<file path="src/rtl/hsvtl_pkg.sv">
// Shared types and constants of the HSV traffic light classifier.
`timescale 1ns / 1ps
`default_nettype none

package hsvtl_pkg;

  // Pixel component, hue/saturation and counter widths
  localparam int unsigned PixW = 8;
  localparam int unsigned CntW = 18;

  // Divider operand widths: dividend below 2^17, divisor 2*max or 2*d
  localparam int unsigned DivdW = 17;
  localparam int unsigned DvsrW = 9;
  localparam int unsigned QuotW = 8;

  // Largest pixel count a region may hold, and the counter ceiling
  localparam int unsigned MaxPixels = 131072;
  localparam int unsigned CntFieldMax = (2 ** CntW) - 1;
  localparam int unsigned CntCapInt = (MaxPixels < CntFieldMax) ? MaxPixels : CntFieldMax;
  localparam logic [CntW-1:0] CntCap = CntW'(CntCapInt);

  // Register reset values
  localparam logic [PixW-1:0] RstRedLowHi  = 8'd10;
  localparam logic [PixW-1:0] RstRedHighLo = 8'd170;
  localparam logic [PixW-1:0] RstYelLo     = 8'd20;
  localparam logic [PixW-1:0] RstYelHi     = 8'd30;
  localparam logic [PixW-1:0] RstGrnLo     = 8'd40;
  localparam logic [PixW-1:0] RstGrnHi     = 8'd80;
  localparam logic [PixW-1:0] RstSatMin    = 8'd100;
  localparam logic [PixW-1:0] RstValMin    = 8'd100;

  // Configuration register indexes
  typedef enum logic [2:0] {
    CFG_RED_LOW_HUE_HIGH = 3'd0,
    CFG_RED_HIGH_HUE_LOW = 3'd1,
    CFG_YELLOW_HUE_LOW   = 3'd2,
    CFG_YELLOW_HUE_HIGH  = 3'd3,
    CFG_GREEN_HUE_LOW    = 3'd4,
    CFG_GREEN_HUE_HIGH   = 3'd5,
    CFG_SATURATION_MIN   = 3'd6,
    CFG_VALUE_MIN        = 3'd7
  } cfg_idx_e;

  // Colour verdict codes
  typedef enum logic [1:0] {
    COL_UNKNOWN = 2'd0,
    COL_RED     = 2'd1,
    COL_YELLOW  = 2'd2,
    COL_GREEN   = 2'd3
  } color_e;

  // Sequencer states
  typedef enum logic [2:0] {
    ST_IDLE,
    ST_PREP,
    ST_SDIV,
    ST_HPREP,
    ST_HDIV,
    ST_CLASS
  } state_e;

  // Divider control from the sequencer
  typedef struct packed {
    logic load;
    logic step;
  } div_ctrl_t;

endpackage

`default_nettype wire

</file>
<file path="src/rtl/hsvtl_div.sv">
// Shared restoring divider, one quotient bit per step, eight steps.
`timescale 1ns / 1ps
`default_nettype none

module hsvtl_div (
  input  wire logic                        clk_i,
  input  wire logic                        rst_ni,
  input  wire hsvtl_pkg::div_ctrl_t        ctrl_i,
  input  wire logic [hsvtl_pkg::DivdW-1:0] dividend_i,
  input  wire logic [hsvtl_pkg::DvsrW-1:0] divisor_i,
  output logic      [hsvtl_pkg::QuotW-1:0] quot_o,
  output logic                             last_o
);

  logic [hsvtl_pkg::DivdW-1:0] rem_q, rem_d;
  logic [hsvtl_pkg::DivdW-1:0] trial_q, trial_d;
  logic [hsvtl_pkg::QuotW-1:0] quot_q, quot_d;
  logic [2:0]                  cnt_q, cnt_d;

  // Divisor starts shifted to the top quotient bit and walks down
  always_comb begin
    rem_d   = rem_q;
    trial_d = trial_q;
    quot_d  = quot_q;
    cnt_d   = cnt_q;
    if (ctrl_i.load) begin
      rem_d   = dividend_i;
      trial_d = {1'b0, divisor_i, 7'b0};
      quot_d  = '0;
      cnt_d   = 3'd7;
    end else if (ctrl_i.step) begin
      if (rem_q >= trial_q) begin
        rem_d  = rem_q - trial_q;
        quot_d = {quot_q[hsvtl_pkg::QuotW-2:0], 1'b1};
      end else begin
        quot_d = {quot_q[hsvtl_pkg::QuotW-2:0], 1'b0};
      end
      trial_d = {1'b0, trial_q[hsvtl_pkg::DivdW-1:1]};
      cnt_d   = cnt_q - 3'd1;
    end
  end

  always_ff @(posedge clk_i or negedge rst_ni) begin
    if (!rst_ni) begin
      cnt_q <= 3'd0;
    end else begin
      cnt_q <= cnt_d;
    end
  end

  always_ff @(posedge clk_i) begin
    rem_q   <= rem_d;
    trial_q <= trial_d;
    quot_q  <= quot_d;
  end

  assign quot_o = quot_q;
  assign last_o = (cnt_q == 3'd0);

endmodule

`default_nettype wire

</file>
<file path="src/rtl/hsv_traffic_light_classifier_top.sv">
// Top level of the HSV traffic light classifier: sequencer, counters, config.
//
//  channel | direction | handshake                 | payload
//  --------+-----------+---------------------------+----------------------------------------
//  pixel   | in        | in_valid_i / in_stall_o   | blue_i, green_in_i, red_in_i, last_pixel_i
//  result  | out       | out_valid_o / out_stall_i | color_o, red/yellow/green_total_o
//  config  | in        | cfg_we_i                  | cfg_index_i, cfg_data_i
//
// Each pixel passes through accept, a set-up state, eight divider steps for
// saturation, a set-up state, eight divider steps for hue and a classify state.
// The single shared divider serves both; in_stall_o is high in every state but idle.
// A result sits in an output register, so pixels keep flowing while it waits; only
// a further last pixel holds in the classify state until the register is free.
// Reset restores the register defaults and clears the counters and output valid.
`timescale 1ns / 1ps
`default_nettype none

module hsv_traffic_light_classifier_top (
  input  wire logic        clk_i,
  input  wire logic        rst_ni,
  // pixel channel
  input  wire logic        in_valid_i,
  output logic             in_stall_o,
  input  wire logic [7:0]  blue_i,
  input  wire logic [7:0]  green_in_i,
  input  wire logic [7:0]  red_in_i,
  input  wire logic        last_pixel_i,
  // result channel
  output logic             out_valid_o,
  input  wire logic        out_stall_i,
  output logic [1:0]       color_o,
  output logic [17:0]      red_total_o,
  output logic [17:0]      yellow_total_o,
  output logic [17:0]      green_total_o,
  // configuration
  input  wire logic        cfg_we_i,
  input  wire logic [2:0]  cfg_index_i,
  input  wire logic [7:0]  cfg_data_i
);

  localparam int unsigned PW = hsvtl_pkg::PixW;
  localparam int unsigned CW = hsvtl_pkg::CntW;

  hsvtl_pkg::state_e state_q, state_d;

  // configuration registers
  logic [PW-1:0] red_lo_hi_q, red_hi_lo_q, yel_lo_q, yel_hi_q;
  logic [PW-1:0] grn_lo_q, grn_hi_q, sat_min_q, val_min_q;

  // pixel and intermediate registers
  logic [PW-1:0] blue_q, green_q, red_q;
  logic          last_q;
  logic [PW-1:0] mx_q, d_q, sat_q;
  logic [10:0]   x_q;

  // counters and result
  logic [CW-1:0] red_cnt_q, yel_cnt_q, grn_cnt_q;
  logic [CW-1:0] red_cnt_d, yel_cnt_d, grn_cnt_d;
  logic          out_valid_q;
  logic [1:0]    color_q;
  logic [CW-1:0] red_tot_q, yel_tot_q, grn_tot_q;
  hsvtl_pkg::color_e color_w;

  // sequencer outputs
  logic                 in_accept;
  logic                 out_accept;
  logic                 hold_w;
  logic                 cls_en;
  logic                 out_load;
  hsvtl_pkg::div_ctrl_t div_ctrl;
  logic [hsvtl_pkg::DivdW-1:0] div_dividend;
  logic [hsvtl_pkg::DvsrW-1:0] div_divisor;
  logic [hsvtl_pkg::QuotW-1:0] div_quot;
  logic                        div_last;

  // combinational pixel maths
  logic [PW-1:0]      mx_w, mn_w, d_w;
  logic signed [11:0] x_raw, d2_s, d4_s;
  logic [10:0]        x_w;
  logic [PW-1:0]      hue_w;
  logic               colored_w;
  logic               is_red, is_yel, is_grn;

  assign in_accept  = in_valid_i && !in_stall_o;
  assign out_accept = out_valid_q && !out_stall_i;
  assign hold_w     = last_q && out_valid_q && out_stall_i;

  // Configuration writes
  always_ff @(posedge clk_i or negedge rst_ni) begin
    if (!rst_ni) begin
      red_lo_hi_q <= hsvtl_pkg::RstRedLowHi;
      red_hi_lo_q <= hsvtl_pkg::RstRedHighLo;
      yel_lo_q    <= hsvtl_pkg::RstYelLo;
      yel_hi_q    <= hsvtl_pkg::RstYelHi;
      grn_lo_q    <= hsvtl_pkg::RstGrnLo;
      grn_hi_q    <= hsvtl_pkg::RstGrnHi;
      sat_min_q   <= hsvtl_pkg::RstSatMin;
      val_min_q   <= hsvtl_pkg::RstValMin;
    end else if (cfg_we_i) begin
      case (hsvtl_pkg::cfg_idx_e'(cfg_index_i))
        hsvtl_pkg::CFG_RED_LOW_HUE_HIGH: red_lo_hi_q <= cfg_data_i;
        hsvtl_pkg::CFG_RED_HIGH_HUE_LOW: red_hi_lo_q <= cfg_data_i;
        hsvtl_pkg::CFG_YELLOW_HUE_LOW:   yel_lo_q    <= cfg_data_i;
        hsvtl_pkg::CFG_YELLOW_HUE_HIGH:  yel_hi_q    <= cfg_data_i;
        hsvtl_pkg::CFG_GREEN_HUE_LOW:    grn_lo_q    <= cfg_data_i;
        hsvtl_pkg::CFG_GREEN_HUE_HIGH:   grn_hi_q    <= cfg_data_i;
        hsvtl_pkg::CFG_SATURATION_MIN:   sat_min_q   <= cfg_data_i;
        hsvtl_pkg::CFG_VALUE_MIN:        val_min_q   <= cfg_data_i;
        default: ;
      endcase
    end
  end

  // Max, min and hue sixth; red wins ties, then green
  always_comb begin
    mx_w = red_q;
    mn_w = red_q;
    if (green_q > mx_w) mx_w = green_q;
    if (blue_q > mx_w) mx_w = blue_q;
    if (green_q < mn_w) mn_w = green_q;
    if (blue_q < mn_w) mn_w = blue_q;
    d_w  = mx_w - mn_w;
    d2_s = $signed({3'b0, d_w, 1'b0});
    d4_s = $signed({2'b0, d_w, 2'b0});
    if (mx_w == red_q) begin
      x_raw = $signed({4'b0, green_q}) - $signed({4'b0, blue_q});
    end else if (mx_w == green_q) begin
      x_raw = $signed({4'b0, blue_q}) - $signed({4'b0, red_q}) + d2_s;
    end else begin
      x_raw = $signed({4'b0, red_q}) - $signed({4'b0, green_q}) + d4_s;
    end
    if (x_raw < 0) begin
      x_raw = x_raw + d4_s + d2_s;
    end
    x_w = x_raw[10:0];
  end

  // Divider operands: 510*d + V over 2V, then 60*x + d over 2d
  always_comb begin
    if (state_q == hsvtl_pkg::ST_PREP) begin
      div_dividend = {d_w, 9'b0} - {8'b0, d_w, 1'b0} + {9'b0, mx_w};
      div_divisor  = {mx_w, 1'b0};
    end else begin
      div_dividend = {x_q, 6'b0} - {4'b0, x_q, 2'b0} + {9'b0, d_q};
      div_divisor  = {d_q, 1'b0};
    end
  end

  hsvtl_div u_div (
    .clk_i      (clk_i),
    .rst_ni     (rst_ni),
    .ctrl_i     (div_ctrl),
    .dividend_i (div_dividend),
    .divisor_i  (div_divisor),
    .quot_o     (div_quot),
    .last_o     (div_last)
  );

  // Next state
  always_comb begin
    state_d = state_q;
    case (state_q)
      hsvtl_pkg::ST_IDLE:  if (in_accept) state_d = hsvtl_pkg::ST_PREP;
      hsvtl_pkg::ST_PREP:  state_d = hsvtl_pkg::ST_SDIV;
      hsvtl_pkg::ST_SDIV:  if (div_last) state_d = hsvtl_pkg::ST_HPREP;
      hsvtl_pkg::ST_HPREP: state_d = hsvtl_pkg::ST_HDIV;
      hsvtl_pkg::ST_HDIV:  if (div_last) state_d = hsvtl_pkg::ST_CLASS;
      hsvtl_pkg::ST_CLASS: if (!hold_w) state_d = hsvtl_pkg::ST_IDLE;
      default:             state_d = hsvtl_pkg::ST_IDLE;
    endcase
  end

  // Sequencer outputs
  always_comb begin
    in_stall_o    = 1'b1;
    div_ctrl.load = 1'b0;
    div_ctrl.step = 1'b0;
    cls_en        = 1'b0;
    case (state_q)
      hsvtl_pkg::ST_IDLE:  in_stall_o = 1'b0;
      hsvtl_pkg::ST_PREP:  div_ctrl.load = 1'b1;
      hsvtl_pkg::ST_SDIV:  div_ctrl.step = 1'b1;
      hsvtl_pkg::ST_HPREP: div_ctrl.load = 1'b1;
      hsvtl_pkg::ST_HDIV:  div_ctrl.step = 1'b1;
      hsvtl_pkg::ST_CLASS: cls_en = !hold_w;
      default:             in_stall_o = 1'b1;
    endcase
  end

  assign out_load = cls_en && last_q;

  always_ff @(posedge clk_i or negedge rst_ni) begin
    if (!rst_ni) begin
      state_q <= hsvtl_pkg::ST_IDLE;
    end else begin
      state_q <= state_d;
    end
  end

  // Pixel capture and intermediates
  always_ff @(posedge clk_i) begin
    if (in_accept) begin
      blue_q  <= blue_i;
      green_q <= green_in_i;
      red_q   <= red_in_i;
      last_q  <= last_pixel_i;
    end
    if (state_q == hsvtl_pkg::ST_PREP) begin
      mx_q <= mx_w;
      d_q  <= d_w;
      x_q  <= x_w;
    end
    // black pixel has no saturation
    if (state_q == hsvtl_pkg::ST_HPREP) begin
      sat_q <= (mx_q == '0) ? '0 : div_quot;
    end
  end

  // Classification; grey has hue 0
  always_comb begin
    hue_w     = (d_q == '0) ? '0 : div_quot;
    colored_w = (sat_q >= sat_min_q) && (mx_q >= val_min_q);
    is_red    = colored_w && ((hue_w <= red_lo_hi_q) || (hue_w >= red_hi_lo_q));
    is_yel    = colored_w && (hue_w >= yel_lo_q) && (hue_w <= yel_hi_q);
    is_grn    = colored_w && (hue_w >= grn_lo_q) && (hue_w <= grn_hi_q);
    red_cnt_d = red_cnt_q;
    yel_cnt_d = yel_cnt_q;
    grn_cnt_d = grn_cnt_q;
    if (is_red && (red_cnt_q < hsvtl_pkg::CntCap)) red_cnt_d = red_cnt_q + 1'b1;
    if (is_yel && (yel_cnt_q < hsvtl_pkg::CntCap)) yel_cnt_d = yel_cnt_q + 1'b1;
    if (is_grn && (grn_cnt_q < hsvtl_pkg::CntCap)) grn_cnt_d = grn_cnt_q + 1'b1;
  end

  // Strictly largest count wins, else unknown
  always_comb begin
    if ((red_cnt_d > yel_cnt_d) && (red_cnt_d > grn_cnt_d)) begin
      color_w = hsvtl_pkg::COL_RED;
    end else if ((yel_cnt_d > red_cnt_d) && (yel_cnt_d > grn_cnt_d)) begin
      color_w = hsvtl_pkg::COL_YELLOW;
    end else if ((grn_cnt_d > red_cnt_d) && (grn_cnt_d > yel_cnt_d)) begin
      color_w = hsvtl_pkg::COL_GREEN;
    end else begin
      color_w = hsvtl_pkg::COL_UNKNOWN;
    end
  end

  // Counters: bump on classify, clear after the last pixel
  always_ff @(posedge clk_i or negedge rst_ni) begin
    if (!rst_ni) begin
      red_cnt_q <= '0;
      yel_cnt_q <= '0;
      grn_cnt_q <= '0;
    end else if (out_load) begin
      red_cnt_q <= '0;
      yel_cnt_q <= '0;
      grn_cnt_q <= '0;
    end else if (cls_en) begin
      red_cnt_q <= red_cnt_d;
      yel_cnt_q <= yel_cnt_d;
      grn_cnt_q <= grn_cnt_d;
    end
  end

  // Output register
  always_ff @(posedge clk_i or negedge rst_ni) begin
    if (!rst_ni) begin
      out_valid_q <= 1'b0;
    end else if (out_load) begin
      out_valid_q <= 1'b1;
    end else if (out_accept) begin
      out_valid_q <= 1'b0;
    end
  end

  always_ff @(posedge clk_i) begin
    if (out_load) begin
      color_q   <= color_w;
      red_tot_q <= red_cnt_d;
      yel_tot_q <= yel_cnt_d;
      grn_tot_q <= grn_cnt_d;
    end
  end

  assign out_valid_o    = out_valid_q;
  assign color_o        = color_q;
  assign red_total_o    = red_tot_q;
  assign yellow_total_o = yel_tot_q;
  assign green_total_o  = grn_tot_q;

  // Assertions
  a_accept_starts: assert property (@(posedge clk_i) disable iff (!rst_ni)
    in_accept |=> (state_q == hsvtl_pkg::ST_PREP))
    else $error("accepted pixel did not start the sequence");

  a_hue_range: assert property (@(posedge clk_i) disable iff (!rst_ni)
    (state_q == hsvtl_pkg::ST_CLASS) |-> (hue_w <= 8'd180))
    else $error("hue beyond 180");

  a_cnt_cap: assert property (@(posedge clk_i) disable iff (!rst_ni)
    (red_cnt_q <= hsvtl_pkg::CntCap) && (yel_cnt_q <= hsvtl_pkg::CntCap)
      && (grn_cnt_q <= hsvtl_pkg::CntCap))
    else $error("counter above its ceiling");

  a_result_clears: assert property (@(posedge clk_i) disable iff (!rst_ni)
    out_load |=> (out_valid_q && (red_cnt_q == '0) && (yel_cnt_q == '0)
      && (grn_cnt_q == '0)))
    else $error("result load did not clear the counters");

endmodule

`default_nettype wire
</file>
<file path="config.mk">
export PLATFORM = sky130hd
export DESIGN_NAME = hsv_traffic_light_classifier_top
export DESIGN_NICKNAME = d
export VERILOG_FILES = /design/src/rtl/hsvtl_pkg.sv /design/src/rtl/hsvtl_div.sv /design/src/rtl/hsv_traffic_light_classifier_top.sv
export SDC_FILE = /design/constraint.sdc
export NUM_CORES = 1
export LEC_CHECK = 0
export BUFFER_PORTS_ARGS = -buffer_cell sky130_fd_sc_hd__buf_4
export CAP_MARGIN = 30
export CELL_PAD_IN_SITES_DETAIL_PLACEMENT = 1
export CELL_PAD_IN_SITES_GLOBAL_PLACEMENT = 1
export CORE_MARGIN = 2
export CORE_UTILIZATION = 53
export DETAILED_ROUTE_END_ITERATION = 6
export PLACE_DENSITY_LB_ADDON = 0.3
export SYNTH_ARGS = -nofsm -noshare
export SYNTH_HDL_FRONTEND = slang
export SYNTH_HIERARCHICAL = 1
export SYNTH_SLANG_ARGS = --single-unit
export TNS_END_PERCENT = 50
</file>
<file path="constraint.sdc">
create_clock -name clk_i -period 25.8 [get_ports clk_i]
set_input_delay 5.16 -clock clk_i [delete_from_list [all_inputs] [get_ports clk_i]]
set_output_delay 5.16 -clock clk_i [all_outputs]
set_load 0.05 [all_outputs]
</file>
Word level (Yosys, flattened, before mapping)
Index checks and enable logic that the tools add are counted.

Logic and storage cells: 169. Register bits: 282. Input port bits: 41. Output and inout port bits: 58.

Equal/unequal tests: 18. $add $sub $neg: 17. Muxes and demuxes: 40. $lt $le $gt $ge: 23. Reductions and logical operators: 41.

Operator list (count): two-way mux 18 bit (9); > comparator 18 bit (6); two-way mux 17 bit (4); adder 18 x 1 -> 18 bit (second input constant) (3); less-than comparator 18 bit (second input constant) (3); >= comparator 8 bit (5); two-way mux 8 bit (5); adder 17 x 8 -> 17 bit (2); two-way mux 16 bit (2); subtractor 8 x 8 -> 9 bit (3); <= comparator 8 bit (3); two-way mux 12 bit (2); == test 3 bit (second input constant) (6); two-way mux 3 bit (6); one-hot mux 3 bit (6 select lines) (1); AND reduction 2 bit (9); >= comparator 17 x 16 -> 1 bit (1); logical AND 1 bit (17); subtractor 17 x 13 -> 17 bit (1); subtractor 17 x 16 -> 17 bit (1); subtractor 17 x 9 -> 17 bit (1); == test 8 bit (2); > comparator 8 bit (2); logical NOT 8 bit (2); other kinds (21) (43).

Depth between registers and ports, before layout
Gate-level depths: netlist (run 1).

Depth in word-level cells: 11. Depth in mapped cells: 45. Mapped depth without buffers: 44.

Modules after synthesis
The synthesis (run 1) kept the hierarchy.

By module, submodules not included: hsv_traffic_light_classifier_top (cells each 1933, times used 1, area an instance 18318.8 um^2, seq. area each 6563.8 um^2); hsvtl_div (cells each 312, times used 1, area an instance 2816.5 um^2, seq. area each 1156.1 um^2).

Least setup slack after synthesis (run 1)
Ideal clock, no wire load.

Path type: register to register. From: reg green_q[1]. To: reg x_q[10] (data pin). Path buffers: 1. Arrival time: 8.799 ns. Data required time: 25.532 ns. Setup slack: 16.733 ns. Period minus slack after synthesis: 9.067 ns. Setup time: 0.268 ns. Cell stages (with the launch flop): 42. Cells stage by stage: edfxtp_1 inv_1 ha_1 and3b_1 o211a_1 buf_2 nor2_2 mux2i_1 inv_1 ha_1 and4_1 a21oi_1 and4_1 nor3_2 a21oi_1 or2_2 mux2_2 inv_1 [6 not listed] o21a_1 o21ai_0 nor2_1 a211o_1 xnor2_1 a311o_1 fa_1 inv_1 ha_1 a21o_1 a21oi_1 xnor2_1 inv_1 nor2_1 mux2_2 a22o_1 nand2_1 a21oi_1.

Word-level cells in the longest chain between the ends: 11. Elaborated cells between the ends (all ways): 21. Those cells by class: add/sub: 7; order compare: 5; eq/ne: 2; mux: 7.

RTL lines: from (decl) (RTL line hsv_traffic_light_classifier_top.sv:51) `logic [PW-1:0] blue_q, green_q, red_q;`; from (signal assigned) (RTL line hsv_traffic_light_classifier_top.sv:204) `green_q <= green_in_i;`; > comparator 8 bit (RTL line hsv_traffic_light_classifier_top.sv:118) `if (green_q > mx_w) mx_w = green_q;`; two-way mux 8 bit * (RTL line hsv_traffic_light_classifier_top.sv:118); > comparator 8 bit (RTL line hsv_traffic_light_classifier_top.sv:119) `if (blue_q > mx_w) mx_w = blue_q;`; two-way mux 8 bit * (RTL line hsv_traffic_light_classifier_top.sv:119); via mx_w[0] (RTL line hsv_traffic_light_classifier_top.sv:77) `logic [PW-1:0] mx_w, mn_w, d_w;`; subtractor 8 bit * (RTL line hsv_traffic_light_classifier_top.sv:122) `d_w = mx_w - mn_w;`; via d_w[4] (RTL line hsv_traffic_light_classifier_top.sv:77); adder 9 x 11 -> 12 bit or adder 9 x 10 -> 11 bit (tied branches) (RTL line hsv_traffic_light_classifier_top.sv:130, hsv_traffic_light_classifier_top.sv:128); two-way mux 12 bit (RTL line hsv_traffic_light_classifier_top.sv:127) `end else if (mx_w == green_q) begin`; two-way mux 12 bit (RTL line hsv_traffic_light_classifier_top.sv:125) `if (mx_w == red_q) begin`; adder 11 bit (RTL line hsv_traffic_light_classifier_top.sv:133) `x_raw = x_raw + d4_s + d2_s;`; adder 11 x 10 -> 11 bit (RTL line hsv_traffic_light_classifier_top.sv:133); two-way mux 11 bit * (RTL line hsv_traffic_light_classifier_top.sv:132) `if (x_raw < 0) begin`; via x_raw[10] (RTL line hsv_traffic_light_classifier_top.sv:78) `logic signed [11:0] x_raw, d2_s, d4_s;`; to (signal assigned) (RTL line hsv_traffic_light_classifier_top.sv:211) `x_q <= x_w;`; to (decl) (RTL line hsv_traffic_light_classifier_top.sv:54) `logic [10:0] x_q;`.

Mark *: on every way through the listed nets, which the timed path passes. The rest lies on a longest branch. A chain may end at the register's enable or synchronous reset.

Worst setup path after layout (run 1)
From: reg green_q[1]. To: reg x_q[10] (data pin).

Word-level cells in the longest chain between the ends: 11. Elaborated cells between the ends (all ways): 21. Those cells by class: add/sub: 7; order compare: 5; eq/ne: 2; mux: 7.

RTL lines (RTL line): > comparator 8 bit or less-than comparator 8 bit (tied branches) (hsv_traffic_light_classifier_top.sv:118, hsv_traffic_light_classifier_top.sv:120); two-way mux 8 bit, on equally long branches (hsv_traffic_light_classifier_top.sv:118, hsv_traffic_light_classifier_top.sv:120); > comparator 8 bit or less-than comparator 8 bit (tied branches) (hsv_traffic_light_classifier_top.sv:119, hsv_traffic_light_classifier_top.sv:121); two-way mux 8 bit, on equally long branches (hsv_traffic_light_classifier_top.sv:119, hsv_traffic_light_classifier_top.sv:121); subtractor 8 bit * (hsv_traffic_light_classifier_top.sv:122); via d_w[6] (hsv_traffic_light_classifier_top.sv:77); adder 9 x 11 -> 12 bit or adder 9 x 10 -> 11 bit (tied branches) (hsv_traffic_light_classifier_top.sv:130, hsv_traffic_light_classifier_top.sv:128); two-way mux 12 bit (hsv_traffic_light_classifier_top.sv:127); two-way mux 12 bit (hsv_traffic_light_classifier_top.sv:125); adder 11 bit (hsv_traffic_light_classifier_top.sv:133); adder 11 x 10 -> 11 bit (hsv_traffic_light_classifier_top.sv:133); two-way mux 11 bit * (hsv_traffic_light_classifier_top.sv:132); via x_raw[10] (hsv_traffic_light_classifier_top.sv:78).

Marks and branches as above.

==> results of run 1 <==
## layout make-up
| cell class | instances | share of cell area (%) |
|---|---|---|
| Antenna cell | 3 | 0.0318 |
| Clock buffer | 56 | 4.43 |
| Clock inverter | 8 | 0.349 |
| Inverter | 226 | 3.59 |
| Multi-Input combinational cell | 1659 | 51.9 |
| Sequential cell | 282 | 32.7 |
| Tap cell | 525 | 2.78 |
| Timing Repair Buffer | 124 | 4.25 |
## per-stage QoR
stage	area, sq um	hold slack [ps]
floorplan	21100	465
global placement	22400	481
detailed placement	22500	490
CTS	23600	506
global route	23600	522
finish	23600	509
## cells by family (layout without fill, tap and decap cells)
group                      Yosys count  in the layout
DFF                                282            282
xor gates and xnor gates           148            148
other                                1              4
AOI/OAI and AO/OA                  561            561
buffers and inverters              304            414
muxes                               89             89
adders and majority gates          255            255
and+or+nand+nor                    605            605
## worst max path at each step
stage,startpoint,endpoint,cells past startpoint
after global routing,green_q[1],x_q[10],39
after CTS,green_q[1],x_q[10],35
final,green_q[1],x_q[10],35
after floorplan,green_q[1],x_q[10],41
after detailed placement,green_q[1],x_q[10],36
after global placement,green_q[1],x_q[10],36
## worst max-delay path, delay by kind of cell, from the launching register on
kind	cells	cell delay [ps]
AOI/OAI and AO/OA	15	4910
muxes	2	590
DFF	1	560
adders and majority gates	7	2630
buffers and inverters	4	610
xor gates and xnor gates	3	980
and+or+nand+nor	4	400
## per-layer routing
metal | up-vias | track usage, % | wire, um
met2 | 519 | 55.5 | 32800
li1 | 8176 | - | -
met4 | 0 | 13.9 | 2500
met5 | - | 0 | 0
met1 | 8881 | 38.5 | 26800
met3 | 157 | 4.65 | 3340
## registers in the layout, summed over array words and instances (netlist names), 8 cells and up
register,flops
sat_q,8
val_min_q,8
yel_cnt_q,18
red_q,8
yellow_total_o,18
d_q,8
red_cnt_q,18
u_div/trial_q,16
yel_lo_q,8
blue_q,8
green_q,8
red_total_o,18
grn_hi_q,8
red_lo_hi_q,8
grn_lo_q,8
yel_hi_q,8
u_div/quot_o,8
mx_q,8
grn_cnt_q,18
green_total_o,18
u_div/rem_q,17
red_hi_lo_q,8
x_q,11
sat_min_q,8
## Yosys cell counts (all sizes together), types with 10 or more instances
master,n,area (sq um)
nor4,13,87.6
o31ai,27,208
xnor2,96,848
clkbuf,58,218
dfstp,22,578
fa,15,300
mux2,46,518
dfxtp,15,300
nor3,36,185
o21a,15,113
ha,237,2970
xor2,51,465
o21bai,19,143
and2,32,200
mux2i,43,430
dfrtp,103,2580
a21o,82,616
and3,20,125
inv,225,845
nor2b,23,144
or3,10,67.6
buf,20,119
nand4,28,190
o21ai,169,846
a21oi,120,631
a22o,10,87.6
edfxtp,142,4260
o211ai,12,90.1
nand3,55,275
nand2b,29,181
a31oi,22,153
nand2,207,777
nor2,115,434
a211oi,19,153
==> flow_summary_export.csv, run 1 <==
group,metric,value,unit
grt,gr-total-overflow,0,
clocking,h-tree-depth,2,
floorplanning,initial_utilization,53.4,%
min_path,worstHoldPathType,"reg -> reg",
sta,rsz0062_at_grt,"false",
yosys,muxShareOfSynthArea,4.49,%
cells_and_area,syn_to_final_growth,11.8,%
yosys,syn_avg_cell_area,9.41,sq um
clocking,clk_pin_slew_worst_paths,60,ps
min_path,min_to,"grn_lo_q[5]",
sta,setup_tns,0,ps
cells_and_area,multi_input_area,0.0123,sq mm
yosys,synth_xor_area_share,6.32,%
drt,initialDrtViolationCount,1142,
worst_setup_path,r2r_end,"x_q[10]",
yosys,async_flop_share,44.3,%
grt,antenna_found_initial,1,
grt,grt_start_max_net_pins,70,
sta,max_slew_margin,32.6,%
yosys,synth_top_family_by_area,"compound AO/OA/AOI/OAI gates",
run,maxCapViolations,0,
yosys,synth_ff_type,"edfxtp_1",
worst_setup_path,end_kind,"register",
cells_and_area,final_common_cell,"ha_1",
worst_setup_path,cp.arrival,11240,ps
cells_and_area,fin_util,59.8,%
place,pre_cts_ws,14950,ps
yosys,synthCells,2245,
clocking,clock_path_buffers,3,
floorplanning,die_w,204,um
worst_setup_path,r2r_cells,35,
yosys,syn_nets,2538,
clocking,cts_sinks,282,
drt,routedWlPerCell,22.7,um
sta,hold_viol_final,0,
cells_and_area,instances_no_fill,2883,
place,place_congestion,0.897,
worst_setup_path,regToRegStartpoint,"green_q[1]",
floorplanning,ios,99,
drt,drc_errors,0,
drt,vias,17700,
grt,grt_pass1_wl,103000,um
cells_and_area,filler_cell_count,4451,
floorplanning,rows,73,
sta,worst_pin_slew,1000,ps
grt,grt_use_total,31.6,%
cells_and_area,final_nets,2621,
place,io_buffers,98,
worst_setup_path,crit_top_cell,"ha_1",
drt,routed_via_density,6.15,
min_path,min_delay_path_depth,2,
worst_setup_path,critPathKind,"reg -> reg",
yosys,synthAdderAreaFrac,15.6,%
clocking,cts_tree,"built",
cells_and_area,layout_common_cells,"ha_1, inv_1, nand2_1",
drt,routed_wl,65400,um
yosys,synth-compound-area-share,17.4,%
clocking,cts_made_buffers,35,
grt,grt_pass1_vias,18900,
worst_setup_path,cp_slowest_stage_delay,800,ps
worst_setup_path,startpoint_type,"register",
floorplanning,core_area,0.0395,sq mm
clocking,postCtsResizedCells,0,
floorplanning,die_area,0.0415,sq mm
yosys,syn-cell-area,0.0211,sq mm
worst_setup_path,reg2reg_slack,14820,ps
worst_setup_path,slowest_stage,"o31ai_2",
drt,dr.pass1.iters,5,
clocking,clockRootBuffer,"clkbuf_16",
floorplanning,die_h,204,um
yosys,ys_types,99,
clocking,cts_setup_buffers,0,
sta,finalMaxSlewViolations,0,
sta,setup_viol,0,
yosys,synth_seq_cells,282,
drt,postRouteAntennaNets,0,
cells_and_area,regArea,0.00772,sq mm
sta,skew,25.8,ps
place,hpwl,48300,um
worst_setup_path,crit_required,26060,ps
clocking,clk_latency,560,ps
worst_setup_path,path_max_fanout,14,
sta,fin_ws,14820,ps
yosys,synthSimpleGateAreaFrac,14.0,%
cells_and_area,drive_gt1_share,12.2,%
yosys,synth_edf_count,142,
status,status,"finished, final reports clean",
yosys,synth_warnings,6,
sta,timing.final.crit_share,42.5,%
yosys,ys_seq_area_share,36.5,%
sta,period_needed,10980,ps
sta,fmax,91.1,MHz
min_path,holdCritStartpoint,"grn_lo_q[5]",
clocking,ctsHoldBuffers,0,
place,placed_cells,2814,
Power of run 1 is not shown: default switching activity piles up to over one toggle a cycle in this logic, so the estimate is an artifact.
==> inputs of run 2 (changes only) <==
Settings changed: CORE_UTILIZATION 53 to 49.
Clock period 25.8 ns to 10.4 ns, I/O delays scaled along.
==> flow_summary_export.csv, run 2 (synthesis results as in run 1) <==
group,metric,value,unit
floorplanning,die_h,212,um
sta,timing.final.crit_share,95.7,%
grt,grt_use_total,29.2,%
sta,worst_pin_slew,1000,ps
sta,rsz0062_at_grt,"false",
clocking,postCtsResizedCells,0,
grt,gr-total-overflow,0,
sta,fmax,101,MHz
sta,setup_tns,0,ps
grt,antenna_found_initial,1,
clocking,h-tree-depth,2,
place,place_congestion,0.920,
place,pre_cts_ws,487,ps
clocking,cts_sinks,282,
sta,period_needed,9950,ps
cells_and_area,drive_gt1_share,12.9,%
drt,dr.pass1.iters,5,
worst_setup_path,end_kind,"register",
worst_setup_path,path_max_fanout,8,
sta,max_slew_margin,33.4,%
drt,vias,17600,
clocking,clk_latency,560,ps
drt,initialDrtViolationCount,1203,
cells_and_area,postLayoutCellArea,0.0239,sq mm
grt,grt_pass1_wl,102000,um
clocking,clock_path_buffers,3,
clocking,cts_made_buffers,35,
worst_setup_path,critPathKind,"reg -> reg",
clocking,cts_setup_buffers,0,
floorplanning,core_area,0.0428,sq mm
worst_setup_path,cp_slowest_stage_delay,570,ps
place,io_buffers,98,
floorplanning,die_area,0.0448,sq mm
worst_setup_path,slowest_stage,"edfxtp_1",
sta,skew,15.4,ps
clocking,clk_pin_slew_worst_paths,60,ps
drt,postRouteAntennaNets,0,
worst_setup_path,crit_top_cell,"ha_1",
sta,finalMaxSlewViolations,0,
cells_and_area,final_nets,2637,
worst_setup_path,startpoint_type,"register",
min_path,worstHoldPathType,"reg -> reg",
cells_and_area,syn_to_final_growth,12.9,%
sta,hold_viol_final,0,
worst_setup_path,crit_required,10670,ps
sta,fin_ws,452,ps
cells_and_area,layout_common_cells,"ha_1, inv_1, nand2_1",
cells_and_area,final_common_cell,"ha_1",
floorplanning,ios,99,
drt,routed_via_density,6.02,
clocking,cts_tree,"built",
floorplanning,rows,76,
grt,grt_start_max_net_pins,71,
status,status,"finished, final reports clean",
clocking,ctsHoldBuffers,0,
clocking,clockRootBuffer,"clkbuf_16",
place,hpwl,48500,um
grt,grt_pass1_vias,18700,
place,place_area,0.0226,sq mm
cells_and_area,fin_util,55.8,%
sta,setup_viol,0,
run,maxCapViolations,0,
drt,drc_errors,0,
drt,routedWlPerCell,22.0,um
worst_setup_path,cp.arrival,10220,ps
drt,routed_wl,64100,um
floorplanning,initial_utilization,49.4,%
floorplanning,die_w,212,um
## run 2: through the flow
step	instances	hold WS (ps)
after global routing	2917	519
after CTS	2914	504
after floorplan	2245	465
final	2918	497
after detailed placement	2850	486
after global placement	2848	484
## run 2: layer usage
metal	global-route usage, %	share of wire [%]	up-vias
met4	11.9	3.8	0
met2	50.9	49	368
met3	4.15	4.0	129
met1	36.4	43	8838
met5	0	0	-
li1	-	-	8218
## run 2: critical path: cells and delay by family (launching register included)
kind | cells | cell delay [ps]
flip-flops | 1 | 570
XOR/XNOR | 3 | 460
multiplexers | 2 | 490
buffers and inverters | 5 | 680
AND/OR/NAND/NOR | 4 | 390
adder cells (fa/ha/maj) | 7 | 2560
AO/OA/AOI/OAI | 16 | 4490
## run 2: final timing paths
| path | slack (ps) | from | end | cells after the start |
|---|---|---|---|---|
| worst max-delay path | 450 | green_q[1] | x_q[10] | 37 |
| worst min-delay path | 500 | u_div/cnt_q[1] | u_div/cnt_q[1] | 2 |
| worst max register to register | 450 | green_q[1] | x_q[10] | 37 |
| worst min register to register | 500 | u_div/cnt_q[1] | u_div/cnt_q[1] | 2 |
| max in group asynchronous | 7720 | rst_ni | red_lo_hi_q[4] | 3 |
| min in group asynchronous | 1320 | rst_ni | grn_lo_q[2] | 1 |
## run 2: final cells by class
class | instances | area (sq um)
diodes | 1 | 2.50
clock buffers | 49 | 1010
clock inverters | 15 | 200
fillers | 4864 | 18900
inverters | 226 | 848
multi-input cells | 1659 | 12300
flip-flops and latches | 282 | 7720
well taps | 546 | 683
repair buffers | 140 | 1120
Power of run 2 is left out for the same reason.
